File: config.mk
export PLATFORM = sky130hd
export DESIGN_NAME = lcd_mode_scanline_sequencer_core
export DESIGN_NICKNAME = d
export VERILOG_FILES = /design/src/rtl/lmss_pkg.sv /design/src/rtl/lmss_front.sv /design/src/rtl/lmss_back.sv /design/src/rtl/lcd_mode_scanline_sequencer_core.sv
export SDC_FILE = /design/constraint.sdc
export NUM_CORES = 1
export LEC_CHECK = 0
export ABC_AREA = 1
export BUFFER_PORTS_ARGS = -buffer_cell sky130_fd_sc_hd__buf_4
export CORE_MARGIN = 2
export CORE_UTILIZATION = 55
export DETAILED_ROUTE_END_ITERATION = 8
export PLACE_DENSITY = 0.8
export SLEW_MARGIN = 10
export SYNTH_ARGS = -nofsm -noshare
export SYNTH_HDL_FRONTEND = slang
export SYNTH_SLANG_ARGS = --single-unit
File: constraint.sdc
create_clock -name clock -period 3.5 [get_ports clock]
set_input_delay 0.35 -clock clock [delete_from_list [all_inputs] [get_ports clock]]
set_output_delay 0.35 -clock clock [all_outputs]
set_load 0.1 [all_outputs]
File: src/rtl/lmss_pkg.sv
// ----------------------------------------------------------------------------
// lmss_pkg
// Shared types and constants of the LCD scanline mode sequencer.
// ----------------------------------------------------------------------------
package lmss_pkg;

   // mode codes
   localparam logic [1:0] MODE_HBLANK   = 2'd0;
   localparam logic [1:0] MODE_VBLANK   = 2'd1;
   localparam logic [1:0] MODE_OAM      = 2'd2;
   localparam logic [1:0] MODE_TRANSFER = 2'd3;

   // configuration register indexes
   localparam int CSR_IDX_W = 3;
   localparam logic [CSR_IDX_W-1:0] CSR_COMPARE_LINE   = 3'd0;
   localparam logic [CSR_IDX_W-1:0] CSR_COINCIDENCE_EN = 3'd1;
   localparam logic [CSR_IDX_W-1:0] CSR_VBLANK_STAT_EN = 3'd2;
   localparam logic [CSR_IDX_W-1:0] CSR_OAM_STAT_EN    = 3'd3;
   localparam int CSR_DATA_W = 8;

   // widths and limits
   localparam int LEN_W  = 9;   // mode lengths up to 511
   localparam int CYC_W  = 11;  // leftover (<=1023) plus one item (<=255)
   localparam int STEP_W = 3;
   localparam int MAX_STEPS = 8;
   localparam logic [7:0] LAST_LINE = 8'd153;
   localparam logic [CYC_W-1:0] LEFTOVER_MAX = 11'd1023;

   // configuration registers as seen by the back end
   typedef struct packed {
      logic [7:0] compare_line;
      logic       coincidence_irq_enable;
      logic       vblank_stat_irq_enable;
      logic       oam_stat_irq_enable;
   } cfg_type;

   // head of the item queue toward the back end
   typedef struct packed {
      logic       valid;
      logic [7:0] elapsed_cycles;
   } queue_head_type;

endpackage

File: src/rtl/lmss_front.sv
// ----------------------------------------------------------------------------
// lmss_front
// Accepts input transactions into a two-entry queue for the back end.
// ----------------------------------------------------------------------------
module lmss_front (
   input  logic                    clock,
   input  logic                    reset,
   input  logic                    req_valid,
   output logic                    req_ready,
   input  logic [7:0]              req_elapsed_cycles,
   output lmss_pkg::queue_head_type head,
   input  logic                    pop
);

   logic [7:0] entry_ff [2];
   logic       wr_ptr_ff, wr_ptr_in;
   logic       rd_ptr_ff, rd_ptr_in;
   logic [1:0] count_ff, count_in;
   logic       push;
   logic       do_pop;

   assign req_ready = (count_ff != 2'd2);
   assign push      = req_valid && req_ready;
   assign do_pop    = pop && (count_ff != 2'd0);

   assign head.valid          = (count_ff != 2'd0);
   assign head.elapsed_cycles = entry_ff[rd_ptr_ff];

   // pointer and fill bookkeeping
   always_comb begin
      wr_ptr_in = push   ? ~wr_ptr_ff : wr_ptr_ff;
      rd_ptr_in = do_pop ? ~rd_ptr_ff : rd_ptr_ff;
      count_in  = count_ff + {1'b0, push} - {1'b0, do_pop};
   end

   always_ff @(posedge clock) begin
      if (reset) begin
         wr_ptr_ff <= 1'b0;
         rd_ptr_ff <= 1'b0;
         count_ff  <= 2'd0;
      end else begin
         wr_ptr_ff <= wr_ptr_in;
         rd_ptr_ff <= rd_ptr_in;
         count_ff  <= count_in;
      end
   end

   // queue storage
   always_ff @(posedge clock) begin
      if (push) begin
         entry_ff[wr_ptr_ff] <= req_elapsed_cycles;
      end
   end

endmodule

File: src/rtl/lmss_back.sv
// ----------------------------------------------------------------------------
// lmss_back
// Mode stepper: consumes queued cycle counts, one mode step per cycle while
// the result register is free, and drives the registered result channel.
// ----------------------------------------------------------------------------
module lmss_back #(
   parameter int HBLANK_CYCLES      = 204,
   parameter int OAM_CYCLES         = 80,
   parameter int TRANSFER_CYCLES    = 172,
   parameter int VBLANK_LINE_CYCLES = 456,
   parameter int VBLANK_LINES       = 10,
   parameter int VISIBLE_LINES      = 144
) (
   input  logic                     clock,
   input  logic                     reset,
   input  lmss_pkg::cfg_type        cfg,
   input  lmss_pkg::queue_head_type head,
   output logic                     pop,
   output logic                     rsp_valid,
   input  logic                     rsp_ready,
   output logic [1:0]               rsp_new_mode,
   output logic [7:0]               rsp_current_line,
   output logic                     rsp_line_rendered,
   output logic                     rsp_frame_done,
   output logic                     rsp_vblank_irq,
   output logic                     rsp_stat_irq,
   output logic                     rsp_last_step
);

   localparam int CW = lmss_pkg::CYC_W;
   localparam int LW = lmss_pkg::LEN_W;
   localparam logic [LW-1:0] LEN_HB  = LW'(HBLANK_CYCLES);
   localparam logic [LW-1:0] LEN_OAM = LW'(OAM_CYCLES);
   localparam logic [LW-1:0] LEN_TR  = LW'(TRANSFER_CYCLES);
   localparam logic [LW-1:0] LEN_VB  = LW'(VBLANK_LINE_CYCLES);
   localparam logic [3:0]    VB_LINES  = 4'(VBLANK_LINES);
   localparam logic [7:0]    VIS_LINES = 8'(VISIBLE_LINES);
   localparam logic [lmss_pkg::STEP_W-1:0] LAST_STEP_IDX =
      lmss_pkg::STEP_W'(lmss_pkg::MAX_STEPS - 1);

   localparam logic ST_IDLE = 1'b0;
   localparam logic ST_STEP = 1'b1;

   function automatic logic [LW-1:0] len_of(input logic [1:0] m);
      logic [LW-1:0] l;
      case (m)
         lmss_pkg::MODE_HBLANK:   l = LEN_HB;
         lmss_pkg::MODE_VBLANK:   l = LEN_VB;
         lmss_pkg::MODE_OAM:      l = LEN_OAM;
         lmss_pkg::MODE_TRANSFER: l = LEN_TR;
         default:                 l = LEN_TR;
      endcase
      return l;
   endfunction

   logic                          state_ff, state_in;
   logic [CW-1:0]                 cycles_ff, cycles_in;
   logic [1:0]                    mode_ff, mode_in;
   logic [7:0]                    line_ff, line_in;
   logic [3:0]                    vcnt_ff, vcnt_in;
   logic [lmss_pkg::STEP_W-1:0]   step_ff, step_in;
   logic                          rsp_valid_ff, rsp_valid_in;
   logic [1:0]                    o_mode_ff;
   logic [7:0]                    o_line_ff;
   logic                          o_rend_ff, o_frame_ff, o_vbl_ff, o_stat_ff, o_last_ff;

   logic [CW-1:0] len_ext, next_c, next_c_sat;
   logic          exceed, out_free, emit, last;
   logic [1:0]    s_mode;
   logic [7:0]    s_line, inc_line;
   logic [3:0]    s_vcnt;
   logic          s_rend, s_frame, s_vbl, s_stat;

   // one mode step from the current state
   always_comb begin
      s_mode   = mode_ff;
      s_line   = line_ff;
      s_vcnt   = vcnt_ff;
      s_rend   = 1'b0;
      s_frame  = 1'b0;
      s_vbl    = 1'b0;
      s_stat   = 1'b0;
      inc_line = line_ff + 8'd1;
      case (mode_ff)
         lmss_pkg::MODE_HBLANK: begin
            if (line_ff <= VIS_LINES) begin
               // coincidence on the line before it advances
               s_stat = cfg.coincidence_irq_enable && (line_ff == cfg.compare_line);
               s_rend = 1'b1;
               s_line = inc_line;
            end
            if (s_line >= VIS_LINES) begin
               s_mode  = lmss_pkg::MODE_VBLANK;
               s_frame = 1'b1;
               s_vbl   = 1'b1;
               s_stat  = s_stat || cfg.vblank_stat_irq_enable;
            end else begin
               s_mode = lmss_pkg::MODE_OAM;
            end
         end
         lmss_pkg::MODE_VBLANK: begin
            if (vcnt_ff >= VB_LINES) begin
               s_mode = lmss_pkg::MODE_OAM;
               s_vcnt = 4'd0;
               s_line = 8'd0;
            end else begin
               // coincidence on the advanced line, before the clamp
               s_line = inc_line;
               s_stat = cfg.coincidence_irq_enable && (inc_line == cfg.compare_line);
               s_vcnt = vcnt_ff + 4'd1;
            end
            if (s_line > lmss_pkg::LAST_LINE) begin
               s_line = lmss_pkg::LAST_LINE;
            end
         end
         lmss_pkg::MODE_OAM: begin
            s_stat = cfg.oam_stat_irq_enable;
            s_mode = lmss_pkg::MODE_TRANSFER;
         end
         default: begin
            s_mode = lmss_pkg::MODE_HBLANK;
         end
      endcase
   end

   // cycle budget and look-ahead for the final step of an item
   always_comb begin
      len_ext    = CW'(len_of(mode_ff));
      exceed     = cycles_ff > len_ext;
      next_c     = cycles_ff - len_ext;
      next_c_sat = (next_c > lmss_pkg::LEFTOVER_MAX) ? lmss_pkg::LEFTOVER_MAX : next_c;
      last       = (step_ff == LAST_STEP_IDX) || (next_c <= CW'(len_of(s_mode)));
      out_free   = !rsp_valid_ff || rsp_ready;
   end

   // sequencer
   always_comb begin
      state_in  = state_ff;
      cycles_in = cycles_ff;
      mode_in   = mode_ff;
      line_in   = line_ff;
      vcnt_in   = vcnt_ff;
      step_in   = step_ff;
      pop       = 1'b0;
      emit      = 1'b0;
      case (state_ff)
         ST_IDLE: begin
            if (head.valid) begin
               pop       = 1'b1;
               cycles_in = cycles_ff + CW'(head.elapsed_cycles);
               step_in   = '0;
               state_in  = ST_STEP;
            end
         end
         ST_STEP: begin
            if (!exceed) begin
               // no step at all: the sum stays as leftover
               state_in = ST_IDLE;
            end else if (out_free) begin
               emit    = 1'b1;
               mode_in = s_mode;
               line_in = s_line;
               vcnt_in = s_vcnt;
               step_in = step_ff + {{(lmss_pkg::STEP_W-1){1'b0}}, 1'b1};
               if (last) begin
                  cycles_in = next_c_sat;
                  state_in  = ST_IDLE;
               end else begin
                  cycles_in = next_c;
               end
            end
         end
         default: begin
            state_in = ST_IDLE;
         end
      endcase
      rsp_valid_in = emit ? 1'b1 : (rsp_ready ? 1'b0 : rsp_valid_ff);
   end

   always_ff @(posedge clock) begin
      if (reset) begin
         state_ff     <= ST_IDLE;
         cycles_ff    <= '0;
         mode_ff      <= lmss_pkg::MODE_HBLANK;
         line_ff      <= 8'd0;
         vcnt_ff      <= 4'd0;
         step_ff      <= '0;
         rsp_valid_ff <= 1'b0;
      end else begin
         state_ff     <= state_in;
         cycles_ff    <= cycles_in;
         mode_ff      <= mode_in;
         line_ff      <= line_in;
         vcnt_ff      <= vcnt_in;
         step_ff      <= step_in;
         rsp_valid_ff <= rsp_valid_in;
      end
   end

   // result register
   always_ff @(posedge clock) begin
      if (emit) begin
         o_mode_ff  <= s_mode;
         o_line_ff  <= s_line;
         o_rend_ff  <= s_rend;
         o_frame_ff <= s_frame;
         o_vbl_ff   <= s_vbl;
         o_stat_ff  <= s_stat;
         o_last_ff  <= last;
      end
   end

   assign rsp_valid         = rsp_valid_ff;
   assign rsp_new_mode      = o_mode_ff;
   assign rsp_current_line  = o_line_ff;
   assign rsp_line_rendered = o_rend_ff;
   assign rsp_frame_done    = o_frame_ff;
   assign rsp_vblank_irq    = o_vbl_ff;
   assign rsp_stat_irq      = o_stat_ff;
   assign rsp_last_step     = o_last_ff;

endmodule

File: src/rtl/lcd_mode_scanline_sequencer_core.sv
// ----------------------------------------------------------------------------
// lcd_mode_scanline_sequencer_core
// LCD scanline mode sequencer: cycle counts in, one result per mode step out.
// ----------------------------------------------------------------------------
//  channel | direction | handshake            | payload
//  req     | in        | req_valid/req_ready  | req_elapsed_cycles
//  rsp     | out       | rsp_valid/rsp_ready  | rsp_new_mode .. rsp_last_step
//  csr     | in        | csr_wr_en            | csr_index, csr_wdata
//
//  An item is loaded into the stepper from its idle state; its single-step loop
//  then makes one mode step per cycle (0 to 8 steps) while the output is free;
//  an item that causes no step still gets one check. A two-entry queue takes
//  new items while the stepper works; the result register stalls the
//  stepper only while a result waits. Reset is synchronous and needs no
//  clearing pass.
// ----------------------------------------------------------------------------
module lcd_mode_scanline_sequencer_core #(
   parameter int HBLANK_CYCLES      = 204,
   parameter int OAM_CYCLES         = 80,
   parameter int TRANSFER_CYCLES    = 172,
   parameter int VBLANK_LINE_CYCLES = 456,
   parameter int VBLANK_LINES       = 10,
   parameter int VISIBLE_LINES      = 144
) (
   input  logic                             clock,
   input  logic                             reset,
   input  logic                             req_valid,
   output logic                             req_ready,
   input  logic [7:0]                       req_elapsed_cycles,
   output logic                             rsp_valid,
   input  logic                             rsp_ready,
   output logic [1:0]                       rsp_new_mode,
   output logic [7:0]                       rsp_current_line,
   output logic                             rsp_line_rendered,
   output logic                             rsp_frame_done,
   output logic                             rsp_vblank_irq,
   output logic                             rsp_stat_irq,
   output logic                             rsp_last_step,
   input  logic                             csr_wr_en,
   input  logic [lmss_pkg::CSR_IDX_W-1:0]   csr_index,
   input  logic [lmss_pkg::CSR_DATA_W-1:0]  csr_wdata
);

   lmss_pkg::cfg_type        cfg_ff, cfg_in;
   lmss_pkg::queue_head_type head;
   logic                     pop;

   // configuration registers; unknown indexes are ignored
   always_comb begin
      cfg_in = cfg_ff;
      if (csr_wr_en) begin
         case (csr_index)
            lmss_pkg::CSR_COMPARE_LINE:   cfg_in.compare_line           = csr_wdata;
            lmss_pkg::CSR_COINCIDENCE_EN: cfg_in.coincidence_irq_enable = csr_wdata[0];
            lmss_pkg::CSR_VBLANK_STAT_EN: cfg_in.vblank_stat_irq_enable = csr_wdata[0];
            lmss_pkg::CSR_OAM_STAT_EN:    cfg_in.oam_stat_irq_enable    = csr_wdata[0];
            default:                      cfg_in = cfg_ff;
         endcase
      end
   end

   always_ff @(posedge clock) begin
      if (reset) begin
         cfg_ff <= '0;
      end else begin
         cfg_ff <= cfg_in;
      end
   end

   lmss_front u_front (
      .clock              (clock),
      .reset              (reset),
      .req_valid          (req_valid),
      .req_ready          (req_ready),
      .req_elapsed_cycles (req_elapsed_cycles),
      .head               (head),
      .pop                (pop)
   );

   lmss_back #(
      .HBLANK_CYCLES      (HBLANK_CYCLES),
      .OAM_CYCLES         (OAM_CYCLES),
      .TRANSFER_CYCLES    (TRANSFER_CYCLES),
      .VBLANK_LINE_CYCLES (VBLANK_LINE_CYCLES),
      .VBLANK_LINES       (VBLANK_LINES),
      .VISIBLE_LINES      (VISIBLE_LINES)
   ) u_back (
      .clock             (clock),
      .reset             (reset),
      .cfg               (cfg_ff),
      .head              (head),
      .pop               (pop),
      .rsp_valid         (rsp_valid),
      .rsp_ready         (rsp_ready),
      .rsp_new_mode      (rsp_new_mode),
      .rsp_current_line  (rsp_current_line),
      .rsp_line_rendered (rsp_line_rendered),
      .rsp_frame_done    (rsp_frame_done),
      .rsp_vblank_irq    (rsp_vblank_irq),
      .rsp_stat_irq      (rsp_stat_irq),
      .rsp_last_step     (rsp_last_step)
   );

endmodule

Yosys cells after proc, flatten, opt, wreduce, memory -nomap -nowiden
Memories as Yosys holds them, arrays and structs flattened. A register that Yosys moved wholly into a read port is not among the register bits.
Cells that the tools add are included.
{ "classes": {"add_sub_neg": 7, "n_mul": 0, "div_mod_pow": 0, "order_cmp": 7, "n_eq_ne": 16, "shift": 0, "muxes": 44, "bitwise_logic": 3, "n_reduce_logical": 20} }
{ "op_table": {"columns": ["operator", "count"], "rows": [
  ["$pmux 9 s4", 2],
  ["$mux 11", 5],
  ["$mux 8", 5],
  ["$pmux 11 s2", 1],
  ["$mux 1", 20],
  ["$eq 8x8->1", 2],
  ["$pmux 8 s2", 1],
  ["$add 11x8->11", 1],
  ["$gt 11x10->1 const B", 1],
  ["$gt 11x9->1", 1],
  ["$le 11x9->1", 1],
  ["$sub 11x9->11", 1],
  ["$mux 3", 3],
  ["$add 8x1->8 const B", 1],
  ["$eq 2x2->1 const B", 4],
  ["$ge 8x8->1 const B", 1],
  ["$gt 8x8->1 const B", 1],
  ["$le 8x8->1 const B", 1],
  ["$ne 2x2->1 const B", 4],
  ["$reduce_and 2->1", 4],
  ["$eq 3x2->1 const B", 2],
  ["$pmux 2 s3", 1],
  ["$pmux 3 s2", 1],
  ["$reduce_and 3->1", 2],
  ["20 further kinds", 31]
]} }
{ "word_totals": {"reg_bits": 59, "latch_bits": 0, "mem_bits_rw": 16, "mem_bits_ro": 0, "out_inout_bits": 17, "memories": 1} }
{ "memory_table": {"columns": ["memory", "depth", "width", "rd", "rd_clocked_by_memory_dff", "write_ports", "line", "source"], "rows": [
  ["u_front.entry_ff", 2, 8, 1, 1, 1, "lmss_front.sv:15", "logic [7:0] entry_ff [2];"]
]} }

Logic depth before layout (Yosys ltp)
{ "depth": {"ltp_word": 14, "mapped_depth": 29} }

Hierarchy
From an unflattened synthesis, not the netlist that was laid out.
{ "unflattened": {"cells_unflattened": 691, "hier_area_um2": 5203.7} }
{ "modules_own_cells": {"columns": ["module", "n_inst", "cells_each", "area_per_inst_um2"], "rows": [
  ["lmss_back", 1, 553, 3826.2],
  ["lmss_front", 1, 61, 838.3],
  ["lcd_mode_scanline_sequencer_core", 1, 77, 539.3]
]} }

Least setup slack after synthesis
OpenSTA, ideal clock, no wires.
{ "synth_path": {"path_kind": "reg2reg", "start": "reg u_back.mode_ff[0]", "end": "reg u_back.state_ff", "arrival_time_ps": 2793, "t_required_ps": 3365, "path_slack_ps": 572, "path_stages_with_launch": 26, "n_path_buf": 0, "path_cell_list": "dfxtp_1 -> inv_1 -> ha_1 -> inv_1 -> ha_1 -> fa_1 -> inv_1 -> nand2_1 -> nand2_1 -> and2_1 -> nand3_1 -> nand3_1 -> nand2_1 -> nand2_1 -> inv_1 -> ha_1 -> nand2_1 -> inv_1 -> nand3b_1 -> nand3b_1 -> nand2_1 -> nand2_1 -> nand2_1 -> nand2_1 -> nand2_1 -> a21oi_1"} }
{ "synth_between": {"elab_chain_len": 10} }
{ "synth_lines": {"columns": ["item", "line", "source"], "rows": [
  ["start: declaration", "lmss_back.sv:58", "logic [1:0] mode_ff, mode_in;"],
  ["start signal: assignment", "lmss_back.sv:184", "mode_ff <= lmss_pkg::MODE_HBLANK;"],
  ["start signal: assignment", "lmss_back.sv:192", "mode_ff <= mode_in;"],
  ["branches (longest 4 deep; another with $sub 11x9->11)", null, null],
  ["$le 11x9->1 (*)", "lmss_back.sv:132", "last = (step_ff == LAST_STEP_IDX) || (next_c <= CW'(len_of(s_mode)));"],
  ["$logic_or 1x1->1 (*)", "lmss_back.sv:132", null],
  ["net u_back.last", "lmss_back.sv:68", "logic exceed, out_free, emit, last;"],
  ["$mux 1 (*)", "lmss_back.sv:165", "if (last) begin"],
  ["$mux 1 (*)", "lmss_back.sv:159", "end else if (out_free) begin"],
  ["$mux 1 (*)", "lmss_back.sv:156", "if (!exceed) begin"],
  ["$pmux 1 s2 (*)", "lmss_back.sv:146", "case (state_ff)"],
  ["end signal: assignment", "lmss_back.sv:190", "state_ff <= state_in;"],
  ["end: declaration", "lmss_back.sv:56", "logic state_ff, state_in;"]
]} }
Mark *: on every way through the listed nets, which the timed path passes. The select of a mux whose other input is x is not followed.
A chain may end at the register's enable or synchronous reset.

Worst setup path in the final report
Ends and elaborated chain as after synthesis.

==> flow_summary_export.csv <==
group,metric,value,unit
placed_design,place.gp.congestion,0.971,
power,peakVddDrop,0.465,mV
logic_synthesis,ys.flop_type,"dfxtp_1",
worst_setup_path,crit_buf_inv,5,
sta,hold_violations,0,
floorplanning,initial_utilization,57.1,%
run_status,outcome,"completed",
placed_design,placed_cell_area,0.00539,mm^2
worst_setup_path,crit_slowest_cell,"dfxtp_4",
global_route,grt_remaining_overflow,0,
sta,setup_viol,0,
drt,viasPerCell,5.44,
clock_tree,clock_latency,360,ps
logic_synthesis,synth_edf_count,30,
logic_synthesis,syn_avg_cell_area,7.47,um^2
sta,relSlewSlack,42.0,%
worst_setup_path,cpPeakStageDelay,370,ps
sta,min_period,3230,ps
global_route,grt_max_degree,32,
drt,vias,4480,
worst_setup_path,path_common_cell,"nand2_1",
clock_tree,cts.sinks,76,
floorplanning,die_area,0.00988,mm^2
worst_setup_path,cp.arrival,3450,ps
clock_tree,root_buffer,"clkbuf_8",
logic_synthesis,seq_area_frac_synth,36.4,%
drt,wl_met1,5500,um
clock_tree,cts_made_buffers,9,
cells_and_area,diodes,0,
flow_run,maxCapViolCount,0,
drt,top_layer_used,"met4",
cells_and_area,final_cell_mix,"153 x nand2_1, 94 x inv_1, 54 x nor2_1",
logic_synthesis,ys_ff_latch,76,
drt,wl,11700,um
clock_tree,cts_tree,"built",
worst_setup_path,crit_family,"simple AND/OR/NAND/NOR gates",
global_route,grt_use_total,24.8,%
clock_tree,post-cts-setup-buffers,0,
power,total_power,0.00489,W
clock_tree,ctsResizeCount,0,
logic_synthesis,synth_cell_type_count,41,
cells_and_area,n_fill_cell,756,
logic_synthesis,netlist_instances,670,
sta,finalCritPeriodShare,92.2,%
cells_and_area,fin_area,0.00564,mm^2
sta,holdWs,176,ps
logic_synthesis,async_flop_share,0,%
sta,skew,13.4,ps
worst_setup_path,endpoint_kind,"register",
cells_and_area,final_common_cell,"nand2_1",
cells_and_area,drive_gt1_share,15.4,%
drt,wl_per_cell,14.2,um
drt,wl_met2,5140,um
logic_synthesis,synth_nets,734,
drt,drtPass1Iterations,5,
drt,first_iter_violations,338,
logic_synthesis,syn_area,0.00501,mm^2
global_route,antenna_found_initial,0,
drt,route.met3.wl,757,um
power,power.leakage,2.63,nW
global_route,grt_pass1_wl,19700,um
drt,drc,0,
drt,ant_nets,0,
worst_setup_path,cp_max_fo,5,
placed_design,place_hpwl,9000,um
clock_tree,clk_pin_slew,80,ps
floorplanning,die_x,99.4,um
floorplanning,rows,34,
floorplanning,io_pins,41,
floorplanning,die_h,99.4,um
logic_synthesis,yosysWarnings,0,
hold_path,hold_path.class,"input pin to register",
sta,worst_slew_pin_slew,869,ps
worst_setup_path,crit_type,"register to register",
clock_tree,htreeDepth,3,
sta,clock.fmax,310,MHz
power,power_density,868,mW/mm^2
cells_and_area,nets,774,
sta,finalMaxSlewViolations,0,
clock_tree,hold_buffers,0,
cells_and_area,syn_to_final_growth,12.6,%
worst_setup_path,cp.required,3730,ps
global_route,first_global_vias,4228,
floorplanning,core_area,0.00876,mm^2
worst_setup_path,setup.worst_path.start_class,"register",
placed_design,port_buffers,40,
clock_tree,clock_path_buffers,2,
-- state kept, by name, summed over array words and instances (netlist names), 2 cells and up, named ones only --
name	cells
cfg_ff	11
u_front.count_ff	2
u_back.vcnt_ff	4
u_back.step_ff	3
u_back.cycles_ff	11
u_back.rsp_new_mode	2
u_back.mode_ff	2
u_back.rsp_current_line	8
u_front.entry_ff	16
u_back.line_ff	8
-- cells in the mapped netlist, types with 9 or more instances --
library cell | n | share of area (%)
nand3_1 | 39 | 3.9
edfxtp_1 | 30 | 18
nand2_1 | 155 | 12
nor2_1 | 54 | 4.0
o21ai_1 | 9 | 0.90
o21ai_0 | 40 | 4.0
ha_1 | 38 | 9.5
nand4_1 | 10 | 1.2
inv_1 | 94 | 7.0
dfxtp_1 | 46 | 18
xor2_1 | 14 | 2.4
a21oi_1 | 53 | 5.3
-- report_power, final --
| group | leakage, nW | internal, W | total (W) | switching [W] |
|---|---|---|---|---|
| registers | 0.653 | 0.00114 | 0.00132 | 0.000185 |
| logic | 1.87 | 0.000945 | 0.00282 | 0.00187 |
| clock network | 0.110 | 0.000405 | 0.000751 | 0.000346 |
| total | 2.63 | 0.00249 | 0.00489 | 0.00240 |
-- layout make-up --
class | count | area [um^2] | share of cell area [%]
clock buffers | 9 | 124 | 2.20
clock inverters | 7 | 98.8 | 1.75
inverters | 102 | 383 | 6.79
multi-input cells | 477 | 2720 | 48.3
flip-flops and latches | 76 | 1830 | 32.5
well taps | 108 | 135 | 2.40
repair buffers | 44 | 343 | 6.08
-- path summary, 6_finish.rpt --
path,startpoint,to,slack [ps],cells after the start
max,u_back.mode_ff[0]$_SDFFE_PP0P_,u_back.state_ff$_SDFF_PP0_,270,25
min,req_elapsed_cycles[4],u_front.entry_ff[1][4]$_DFFE_PP_,180,1
max reg2reg,u_back.mode_ff[0]$_SDFFE_PP0P_,u_back.state_ff$_SDFF_PP0_,270,25
min reg2reg,cfg_ff[10]$_SDFFE_PP0P_,cfg_ff[10]$_SDFFE_PP0P_,460,2
-- layer usage --
metal | vias to the layer above | global-route usage [%]
met4 | 0 | 8.22
li1 | 2263 | -
met3 | 22 | 4.22
met1 | 2034 | 34.9
met5 | - | 0
met2 | 161 | 39.1
-- per-stage QoR --
stage               TNS [ps]  instances  worst slack [ps]  util (%)
global placement           0        807               342      61.5
global route           -12.7        823             -12.7      64.3
CTS                        0        823               230      64.0
finish                     0        823               272      64.3
detailed placement         0        807               248      61.5
floorplan                  0        670               572         -
-- kinds of logic after synthesis --
kind of cell / Yosys count / share of synthesized area (%)
DFF: 76 / 36.4
adders and majority gates: 40 / 10.3
xor gates and xnor gates: 20 / 3.50
AOI/OAI and AO/OA: 119 / 12.8
muxes: 7 / 1.57
and+or+nand+nor: 291 / 25.9
buffers and inverters: 117 / 9.52
Power figures use the tool's default switching activity.
